`src/rtl/stop_and_wait_packet_receiver_core_assert.svh`:
```
// Assertion macros shared by the stop-and-wait receiver RTL.
// No dependencies; include by bare file name where assertions are written.
`ifndef STOP_AND_WAIT_PACKET_RECEIVER_CORE_ASSERT_SVH
`define STOP_AND_WAIT_PACKET_RECEIVER_CORE_ASSERT_SVH

// Same-cycle implication, disabled while reset is asserted.
`define SWPR_ASSERT_IMPLY(label, clk, rst_n, ante, cons, msg) \
    label: assert property (@(posedge clk) disable iff (!(rst_n)) (ante) |-> (cons)) \
        else $error(msg);

// Next-cycle implication, disabled while reset is asserted.
`define SWPR_ASSERT_NEXT(label, clk, rst_n, ante, cons, msg) \
    label: assert property (@(posedge clk) disable iff (!(rst_n)) (ante) |=> (cons)) \
        else $error(msg);

`endif

```
`src/rtl/swpr_pkg.sv`:
```
// Shared types and constants for the stop-and-wait packet receiver.
// No dependencies; imported by the front, back and top-level modules.
package swpr_pkg;

    // Header layout (fixed ASCII-decimal header)
    localparam int HEADER_BYTES = 31;
    localparam int CSUM_LAST    = 5;
    localparam int SEQ_FIRST    = 10;
    localparam int SEQ_LAST     = 19;
    localparam int FLAG_POS     = 30;

    // Field widths
    localparam int BYTE_W = 8;
    localparam int CSUM_W = 20;
    localparam int SEQ_W  = 34;
    localparam int FLAG_W = 4;
    localparam int SUM_W  = 17;
    localparam int PLEN_W = 10;
    // Payload length carried between front and back; holds any legal packet size
    localparam int LEN_W  = 16;

    localparam logic [SUM_W-1:0] SUM_LIMIT   = 17'd131071;
    localparam logic [SEQ_W-1:0] ACK_MODULUS = 34'd10000000000;
    localparam logic [SEQ_W-1:0] ACK_RESET   = 34'd1;

    // Queue depths
    localparam int SUMMARY_DEPTH = 2;
    localparam int RESULT_DEPTH  = 2;

    typedef enum logic [1:0] {
        ST_ACCEPTED  = 2'd0,
        ST_DUPLICATE = 2'd1,
        ST_BAD_CSUM  = 2'd2,
        ST_SHORT     = 2'd3
    } t_status;

    typedef struct packed {
        logic [BYTE_W-1:0] rx_byte;
        logic              last;
    } t_in_word;

    typedef struct packed {
        t_status           status;
        logic [SEQ_W-1:0]  ack_number;
        logic [FLAG_W-1:0] end_flag;
        logic [PLEN_W-1:0] payload_length;
    } t_out_word;

    // Per-packet summary handed from the parser to the checker
    typedef struct packed {
        logic              short_pkt;
        logic [LEN_W-1:0]  plen;
        logic [CSUM_W-1:0] csum;
        logic [SEQ_W-1:0]  seq;
        logic [FLAG_W-1:0] flag;
        logic [SUM_W-1:0]  sum;
    } t_summary;

endpackage

```
`src/rtl/swpr_fifo.sv`:
```
// Small register-based FIFO used for the summary and result queues.
// No dependencies.
module swpr_fifo #(
    parameter int WIDTH = 8,
    parameter int DEPTH = 2
) (
    input  logic             i_clk,
    input  logic             i_rst_n,
    input  logic             i_push,
    input  logic [WIDTH-1:0] i_data,
    output logic             o_full,
    input  logic             i_pop,
    output logic [WIDTH-1:0] o_data,
    output logic             o_empty
);

    localparam int AW = (DEPTH > 1) ? $clog2(DEPTH) : 1;
    localparam int CW = $clog2(DEPTH + 1);

    logic [WIDTH-1:0] r_mem [DEPTH];
    logic [AW-1:0]    r_wr_ptr, n_wr_ptr;
    logic [AW-1:0]    r_rd_ptr, n_rd_ptr;
    logic [CW-1:0]    r_count,  n_count;
    logic             do_push, do_pop;

    assign o_full  = (r_count == CW'(DEPTH));
    assign o_empty = (r_count == '0);
    assign o_data  = r_mem[r_rd_ptr];
    assign do_push = i_push && !o_full;
    assign do_pop  = i_pop && !o_empty;

    always_comb begin
        n_wr_ptr = r_wr_ptr;
        n_rd_ptr = r_rd_ptr;
        n_count  = r_count;
        if (do_push) begin
            n_wr_ptr = (r_wr_ptr == AW'(DEPTH - 1)) ? '0 : r_wr_ptr + 1'b1;
        end
        if (do_pop) begin
            n_rd_ptr = (r_rd_ptr == AW'(DEPTH - 1)) ? '0 : r_rd_ptr + 1'b1;
        end
        case ({do_push, do_pop})
            2'b10:   n_count = r_count + 1'b1;
            2'b01:   n_count = r_count - 1'b1;
            default: n_count = r_count;
        endcase
    end

    always_ff @(posedge i_clk) begin
        if (!i_rst_n) begin
            r_wr_ptr <= '0;
            r_rd_ptr <= '0;
            r_count  <= '0;
        end else begin
            r_wr_ptr <= n_wr_ptr;
            r_rd_ptr <= n_rd_ptr;
            r_count  <= n_count;
        end
    end

    always_ff @(posedge i_clk) begin
        if (do_push) begin
            r_mem[r_wr_ptr] <= i_data;
        end
    end

endmodule

```
`src/rtl/swpr_front.sv`:
```
// Front end: parses the ASCII header and sums the payload, one word per cycle while i_accept is high.
// Depends on swpr_pkg; emits one summary per packet on the last word.
module swpr_front #(
    parameter int MAX_PACKET_BYTES = 1024
) (
    input  logic               i_clk,
    input  logic               i_rst_n,
    input  logic               i_accept,
    input  swpr_pkg::t_in_word i_word,
    output logic               o_push,
    output swpr_pkg::t_summary o_summary
);

    import swpr_pkg::*;

    localparam int PW = $clog2(MAX_PACKET_BYTES + 1);

    logic [PW-1:0]     r_pos,  n_pos;
    logic [CSUM_W-1:0] r_csum, n_csum;
    logic [SEQ_W-1:0]  r_seq,  n_seq;
    logic [FLAG_W-1:0] r_flag, n_flag;
    logic [SUM_W-1:0]  r_sum,  n_sum;
    logic              r_zero, n_zero;
    logic [3:0]        digit;
    logic [SUM_W:0]    sum_ext;
    logic              short_pkt;

    // Only '1'..'9' carry a value; the low nibble is the digit then
    assign digit = (i_word.rx_byte >= 8'h31 && i_word.rx_byte <= 8'h39) ?
                   i_word.rx_byte[3:0] : 4'd0;
    assign sum_ext = {1'b0, r_sum} + (SUM_W + 1)'(i_word.rx_byte);

    always_comb begin
        n_pos  = r_pos;
        n_csum = r_csum;
        n_seq  = r_seq;
        n_flag = r_flag;
        n_sum  = r_sum;
        n_zero = r_zero;
        if (i_accept && !r_zero && r_pos < PW'(MAX_PACKET_BYTES)) begin
            if (i_word.rx_byte == '0) begin
                n_zero = 1'b1;
            end else begin
                if (r_pos < PW'(HEADER_BYTES)) begin
                    if (r_pos <= PW'(CSUM_LAST)) begin
                        n_csum = (r_csum << 3) + (r_csum << 1) + CSUM_W'(digit);
                    end else if (r_pos >= PW'(SEQ_FIRST) && r_pos <= PW'(SEQ_LAST)) begin
                        n_seq = (r_seq << 3) + (r_seq << 1) + SEQ_W'(digit);
                    end else if (r_pos == PW'(FLAG_POS)) begin
                        n_flag = digit;
                    end
                end else begin
                    n_sum = (sum_ext > {1'b0, SUM_LIMIT}) ?
                            SUM_W'(sum_ext - {1'b0, SUM_LIMIT}) : SUM_W'(sum_ext);
                end
                n_pos = r_pos + 1'b1;
            end
        end

        // Build the summary from the updated packet state
        short_pkt           = (n_pos < PW'(HEADER_BYTES));
        o_summary.short_pkt = short_pkt;
        o_summary.plen      = short_pkt ? '0 : LEN_W'(n_pos - PW'(HEADER_BYTES));
        o_summary.csum      = n_csum;
        o_summary.seq       = n_seq;
        o_summary.flag      = n_flag;
        o_summary.sum       = n_sum;
        o_push              = i_accept && i_word.last;

        // Drop per-packet state once the packet closes
        if (o_push) begin
            n_pos  = '0;
            n_csum = '0;
            n_seq  = '0;
            n_flag = '0;
            n_sum  = '0;
            n_zero = 1'b0;
        end
    end

    always_ff @(posedge i_clk) begin
        if (!i_rst_n) begin
            r_pos  <= '0;
            r_csum <= '0;
            r_seq  <= '0;
            r_flag <= '0;
            r_sum  <= '0;
            r_zero <= 1'b0;
        end else begin
            r_pos  <= n_pos;
            r_csum <= n_csum;
            r_seq  <= n_seq;
            r_flag <= n_flag;
            r_sum  <= n_sum;
            r_zero <= n_zero;
        end
    end

endmodule

```
`src/rtl/swpr_back.sv`:
```
// Back end: checks each packet summary and advances the expected ACK.
// Depends on swpr_pkg; produces one result word per summary taken.
module swpr_back (
    input  logic                i_clk,
    input  logic                i_rst_n,
    input  logic                i_take,
    input  swpr_pkg::t_summary  i_summary,
    output swpr_pkg::t_out_word o_result
);

    import swpr_pkg::*;

    logic [SEQ_W-1:0]  r_ack,  n_ack;
    logic [FLAG_W-1:0] r_flag, n_flag;
    logic [SEQ_W:0]    ack_sum;
    logic [SEQ_W:0]    ack_wrap;
    logic [SEQ_W-1:0]  ack_adv;

    // Expected ACK stays below the modulus, so one subtract wraps it
    assign ack_sum  = {1'b0, r_ack} + (SEQ_W + 1)'(i_summary.plen);
    assign ack_wrap = ack_sum - {1'b0, ACK_MODULUS};
    assign ack_adv  = (ack_sum >= {1'b0, ACK_MODULUS}) ? ack_wrap[SEQ_W-1:0] :
                      ack_sum[SEQ_W-1:0];

    always_comb begin
        n_ack                   = r_ack;
        n_flag                  = r_flag;
        o_result.payload_length = i_summary.plen[PLEN_W-1:0];
        if (i_summary.short_pkt) begin
            o_result.status         = ST_SHORT;
            o_result.payload_length = '0;
        end else if (i_summary.csum != CSUM_W'(i_summary.sum)) begin
            o_result.status = ST_BAD_CSUM;
        end else if (i_summary.seq != r_ack) begin
            o_result.status = ST_DUPLICATE;
        end else begin
            o_result.status = ST_ACCEPTED;
            if (i_take) begin
                n_ack  = ack_adv;
                n_flag = i_summary.flag;
            end
        end
        o_result.ack_number = (o_result.status == ST_ACCEPTED) ? ack_adv : r_ack;
        o_result.end_flag   = (o_result.status == ST_ACCEPTED) ? i_summary.flag : r_flag;
    end

    always_ff @(posedge i_clk) begin
        if (!i_rst_n) begin
            r_ack  <= ACK_RESET;
            r_flag <= '0;
        end else begin
            r_ack  <= n_ack;
            r_flag <= n_flag;
        end
    end

endmodule

```
`src/rtl/stop_and_wait_packet_receiver_core.sv`:
```
// Stop-and-wait packet receiver core: top level joining parser, checker and queues.
// Depends on swpr_pkg, swpr_fifo, swpr_front, swpr_back and the assertion header.
//
// Feed a packet one byte word per cycle with last set on its final word. The
// block takes one word every cycle while full is low; full rises only when
// the two-entry packet summary queue is occupied, which happens when the
// result side has not been drained. Each last word yields exactly one result
// word: status (accepted, duplicate, bad checksum or short), the ACK number
// to send, the flag digit of the last accepted packet and the payload length.
// A result passes through the summary queue register, then the result queue
// register; it waits in the summary queue while the result queue is full.
// The ACK update is a single add with a compare-and-subtract wrap, so back to
// back packets of one word each are handled at the full word rate while results are popped.
module stop_and_wait_packet_receiver_core #(
    parameter int MAX_PACKET_BYTES = 1024
) (
    input  logic                i_clk,
    input  logic                i_rst_n,
    // input word queue side
    input  logic                push,
    output logic                full,
    input  swpr_pkg::t_in_word  i_word,
    // result queue side
    output logic                empty,
    input  logic                pop,
    output swpr_pkg::t_out_word o_result
);

    import swpr_pkg::*;

    `include "stop_and_wait_packet_receiver_core_assert.svh"

    logic      in_accept;
    logic      sum_push;
    t_summary  sum_wr;
    t_summary  sum_rd;
    logic      sum_full;
    logic      sum_empty;
    logic      take;
    t_out_word res_wr;
    logic      res_full;

    // Hold off input while the summary queue has no room for a closing word
    assign full      = sum_full;
    assign in_accept = push && !full;

    swpr_front #(
        .MAX_PACKET_BYTES(MAX_PACKET_BYTES)
    ) u_front (
        .i_clk    (i_clk),
        .i_rst_n  (i_rst_n),
        .i_accept (in_accept),
        .i_word   (i_word),
        .o_push   (sum_push),
        .o_summary(sum_wr)
    );

    swpr_fifo #(
        .WIDTH($bits(t_summary)),
        .DEPTH(SUMMARY_DEPTH)
    ) u_sum_q (
        .i_clk  (i_clk),
        .i_rst_n(i_rst_n),
        .i_push (sum_push),
        .i_data (sum_wr),
        .o_full (sum_full),
        .i_pop  (take),
        .o_data (sum_rd),
        .o_empty(sum_empty)
    );

    // Advance the checker only when a summary waits and the result queue has room
    assign take = !sum_empty && !res_full;

    swpr_back u_back (
        .i_clk    (i_clk),
        .i_rst_n  (i_rst_n),
        .i_take   (take),
        .i_summary(sum_rd),
        .o_result (res_wr)
    );

    swpr_fifo #(
        .WIDTH($bits(t_out_word)),
        .DEPTH(RESULT_DEPTH)
    ) u_res_q (
        .i_clk  (i_clk),
        .i_rst_n(i_rst_n),
        .i_push (take),
        .i_data (res_wr),
        .o_full (res_full),
        .i_pop  (pop),
        .o_data (o_result),
        .o_empty(empty)
    );

    `SWPR_ASSERT_IMPLY(a_sum_no_overflow, i_clk, i_rst_n, sum_push, !sum_full, "summary queue overflow")
    `SWPR_ASSERT_IMPLY(a_ack_range, i_clk, i_rst_n, !empty, o_result.ack_number < ACK_MODULUS, "ACK out of range")
    `SWPR_ASSERT_IMPLY(a_short_len, i_clk, i_rst_n, !empty && o_result.status == ST_SHORT, o_result.payload_length == '0, "short packet with length")
    `SWPR_ASSERT_NEXT(a_take_fills, i_clk, i_rst_n, take, !empty, "result lost after check")

endmodule
```
`config.mk`:
```
export PLATFORM = sky130hd
export DESIGN_NAME = stop_and_wait_packet_receiver_core
export DESIGN_NICKNAME = d
export VERILOG_FILES = /design/src/rtl/swpr_pkg.sv /design/src/rtl/swpr_fifo.sv /design/src/rtl/swpr_front.sv /design/src/rtl/swpr_back.sv /design/src/rtl/stop_and_wait_packet_receiver_core.sv
export VERILOG_INCLUDE_DIRS = /design/src /design/src/rtl
export SDC_FILE = /design/constraint.sdc
export NUM_CORES = 1
export LEC_CHECK = 0
export BUFFER_PORTS_ARGS = -buffer_cell sky130_fd_sc_hd__buf_4
export CORE_UTILIZATION = 54
export CTS_BUF_LIST = sky130_fd_sc_hd__clkbuf_4
export DETAILED_ROUTE_END_ITERATION = 6
export PLACE_DENSITY_LB_ADDON = 0.15
export SYNTH_ARGS = -nofsm -noshare
export SYNTH_HDL_FRONTEND = slang
export SYNTH_HIERARCHICAL = 1
export SYNTH_SLANG_ARGS = --single-unit
```
`constraint.sdc`:
```
create_clock -name i_clk -period 6.1 [get_ports i_clk]
set_input_delay 1.22 -clock i_clk [delete_from_list [all_inputs] [get_ports i_clk]]
set_output_delay 1.22 -clock i_clk [all_outputs]
set_load 0.01 [all_outputs]
```
==> flow_summary.yaml <==
worst_setup_path:
  crit_end: "u_res_q/r_mem[1][46]"
  required_ns: 6.74
  path_class: "reg2reg"
  crit_arrival_ns: 6.24
  r2r-end: "u_res_q/r_mem[1][46]"
  reg2regPathDepth: 20
  cp-end-kind: "flip-flop"
  critPathLaunchType: "flip-flop"
  regToRegSetupSlack_ns: 0.50
  crit_fanout: 21
logic_synthesis:
  synth_fp_nets: 2303
  synthCells: 2155
  avgSynthCellArea_um2: 10.9
  synth_edf_count: 284
  yosysSeqAreaShare_pct: 47.8
  synthDistinctLibCells: 101
  async_flop_share_pct: 0
  synth_seq_cells: 419
  ys.warnings.count: 6
  ys.flop_type: "edfxtp_1"
  syn_area_um2: 23500
timing:
  worst_pin_slew_ns: 1.08
  period_minus_slack_ns: 5.60
  finalHoldViolCount: 0
  grt_setup_unrepaired: "no"
  period_share_pct: 91.8
  fin_ws_ns: 0.499
  setup-tns-final_ns: 0
  setup_viol: 0
  finClkSkew_ns: 0.0524
  slew-limit-headroom_pct: 27.9
  fmax_mhz: 179
  drv_slew: 0
global_routing:
  grt_usage_pct: 23.9
  antenna_found_initial: 2
  grt_max_degree: 63
  grt_overflow: 0
  grt_pass1_vias: 16100
  grt_pass1_wl_um: 83700
floorplan:
  die_w_um: 211
  core_um2: 43000
  io_pins: 65
  start_util_pct: 54.7
  fp.dieH_um: 211
  std_cell_rows: 76
  dieArea_um2: 44400
clock_network:
  cts.repair.resized: 0
  clock_path_buffers: 3
  ctsHoldBuffers: 0
  cts_tree: "built"
  clkLatencyLatePin_ns: 0.85
  cts-root-buf: "clkbuf_4"
  clock_sinks: 419
  cts_setup_buffers: 0
  clk_pin_slew_ns: 0.07
  h-tree-depth: 3
  cts_made_buffers: 108
layout:
  area_growth_pct: 10.2
  multi_input_area_um2: 11600
  num-fill-cells: 3601
  drive_above_1_share_pct: 21.7
  layout.area.seq_um2: 11200
  final_nets: 2397
power:
  power_density_nw_per_um2: 276
  ir_worst_vdd_mv: 0.213
  total_power_mw: 7.15
  leakagePower_nw: 10.2
detailed_routing:
  routedWlPerCell_um: 18.0
  firstDrtPassIters: 5
  drtAntennaViolNets: 0
  num_vias: 16700
  drc_errors: 0
  drtIter0Drc: 1061
  routed_via_density: 5.69
  postRouteWirelength_um: 52800
placement:
  portBuffers: 64
  place_ws_ns: 0.600
  dp_hpwl_um: 37600
  gp_routability_congestion: 0.933
job:
  drv_cap: 0
run_status:
  status: "finished, final reports clean"
hold_path:
  min_path_type: "reg2reg"
[synth_stat cells, drive strengths merged, types with 6 or more instances]
cell type | number | area, um^2
a211oi | 21 | 163
a21boi | 23 | 176
a21o | 28 | 210
a21oi | 99 | 510
a311oi | 6 | 65.1
a31oi | 18 | 113
and2 | 70 | 440
and3 | 26 | 164
and4 | 14 | 123
buf | 57 | 337
clkbuf | 48 | 181
dfxtp | 135 | 2700
edfxtp | 284 | 8530
fa | 6 | 120
ha | 129 | 1610
inv | 50 | 188
mux2 | 168 | 1900
mux2i | 18 | 180
nand2 | 218 | 821
nand2b | 11 | 73.8
nand3 | 61 | 305
nand4 | 41 | 257
nor2 | 116 | 438
nor2b | 21 | 139
nor3 | 39 | 243
nor3b | 7 | 57.6
nor4 | 23 | 163
nor4b | 7 | 73.8
o2111ai | 7 | 78.8
o211ai | 17 | 133
o21ai | 106 | 531
o21bai | 10 | 75.1
o31ai | 10 | 80.1
or2 | 8 | 50.1
or3 | 15 | 93.8
or4 | 7 | 67.6
xnor2 | 95 | 840
xor2 | 72 | 631
[worst min path at each step]
| stage | from | to | slack, ns | cells past startpoint |
|---|---|---|---|---|
| 2_1_floorplan | u_back/r_flag[0] | u_back/r_flag[0] | 0.44 | 2 |
| 3_3_place_gp | u_back/r_flag[3] | u_back/r_flag[3] | 0.45 | 2 |
| 3_5_place_dp | u_back/r_flag[1] | u_back/r_flag[1] | 0.46 | 2 |
| 4_1_cts | u_back/r_flag[1] | u_back/r_flag[1] | 0.47 | 2 |
| 5_1_grt | u_back/r_flag[2] | u_back/r_flag[2] | 0.50 | 2 |
| 6_report | u_back/r_flag[1] | u_back/r_flag[1] | 0.46 | 2 |
[per-stage QoR]
| stage | instance area (um^2) | std cells | hold slack, ns | utilization (%) |
|---|---|---|---|---|
| 6_report | 25900 | 2931 | 0.461 | 60.3 |
| 5_1_grt | 25900 | 2931 | 0.496 | 60.3 |
| 4_1_cts | 25900 | 2930 | 0.466 | 60.3 |
| 3_5_place_dp | 24400 | 2724 | 0.459 | 56.8 |
| 3_3_place_gp | 24400 | 2724 | 0.447 | 56.8 |
| 2_1_floorplan | 23500 | 2155 | 0.440 | - |
[where the power goes]
| group | internal (mW) | switching (mW) | leakage [nW] | total, mW |
|---|---|---|---|---|
| logic | 0.593 | 0.703 | 5.42 | 1.30 |
| registers | 3.28 | 0.0680 | 3.87 | 3.35 |
| clock network | 1.36 | 1.15 | 0.899 | 2.51 |
[layout by cell type, fill, tap and decap left out, types with 41 or more instances in the layout]
cell type,count
nand2_1,216
mux2_2,166
ha_1,129
clkbuf_4,177
o21ai_0,97
and2_1,69
inv_1,46
a21oi_1,95
nand3_1,61
nor2_1,115
xnor2_1,94
edfxtp_1,284
dfxtp_1,133
xor2_1,72
buf_4,89
nand4_1,41
[registers in the layout (all words and copies together) (netlist names), named ones only]
signal            flops
u_res_q/r_wr_ptr      1
u_sum_q/r_count       2
u_sum_q/r_wr_ptr      1
u_front/r_pos        11
u_back/r_ack         34
u_res_q/r_mem       100
u_front/r_seq        34
u_front/r_csum       20
u_front/r_flag        4
u_front/r_sum        17
u_res_q/r_rd_ptr      1
u_front/r_zero        1
u_back/r_flag         4
u_res_q/r_count       2
u_sum_q/r_rd_ptr      1
u_sum_q/r_mem       184
[area by class of cell]
class	instances	area share [%]
clock buffer	177	5.13
multi-input combinational	1581	44.7
clock inverter	29	0.623
tap	585	2.83
antenna	1	0.00966
sequential	419	43.4
timing repair buffer	89	2.58
inverter	50	0.729
[critical path, cell delays in order, from the launching register on]
cell	delay, ns
dfxtp_4	0.53
mux2_2	0.40
ha_1	0.42
and2_4	0.20
a221oi_2	0.40
a21oi_2	0.16
nor2_1	0.22
xnor2_1	0.15
inv_1	0.11
ha_1	0.18
nand2_1	0.06
nor3_1	0.14
o2111ai_1	0.15
nor4_1	0.42
nand4_1	0.20
nor4_1	0.29
nor3_2	0.10
o21bai_1	0.41
nand4_1	0.28
or4_1	0.46
o2111ai_1	0.12
[metal layers]
metal  vias up  GRT usage, %  part of all wire, %
li1       8225             -                    -
met1      7970          31.5                   46
met2       393          39.7                   48
met3        90          3.71                  4.3
met4         2          8.90                  2.4
met5         -             0                0.025
[cell families after synthesis]
kind of cell | Yosys count | share of synthesized area (%)
DFF | 419 | 47.8
AOI/OAI and AO/OA | 400 | 11.5
and+or+nand+nor | 693 | 15.3
xor gates and xnor gates | 167 | 6.26
buffers and inverters | 155 | 3.00
muxes | 186 | 8.83
adders and majority gates | 135 | 7.38
Note: power is estimated with default switching activity, not from simulation.
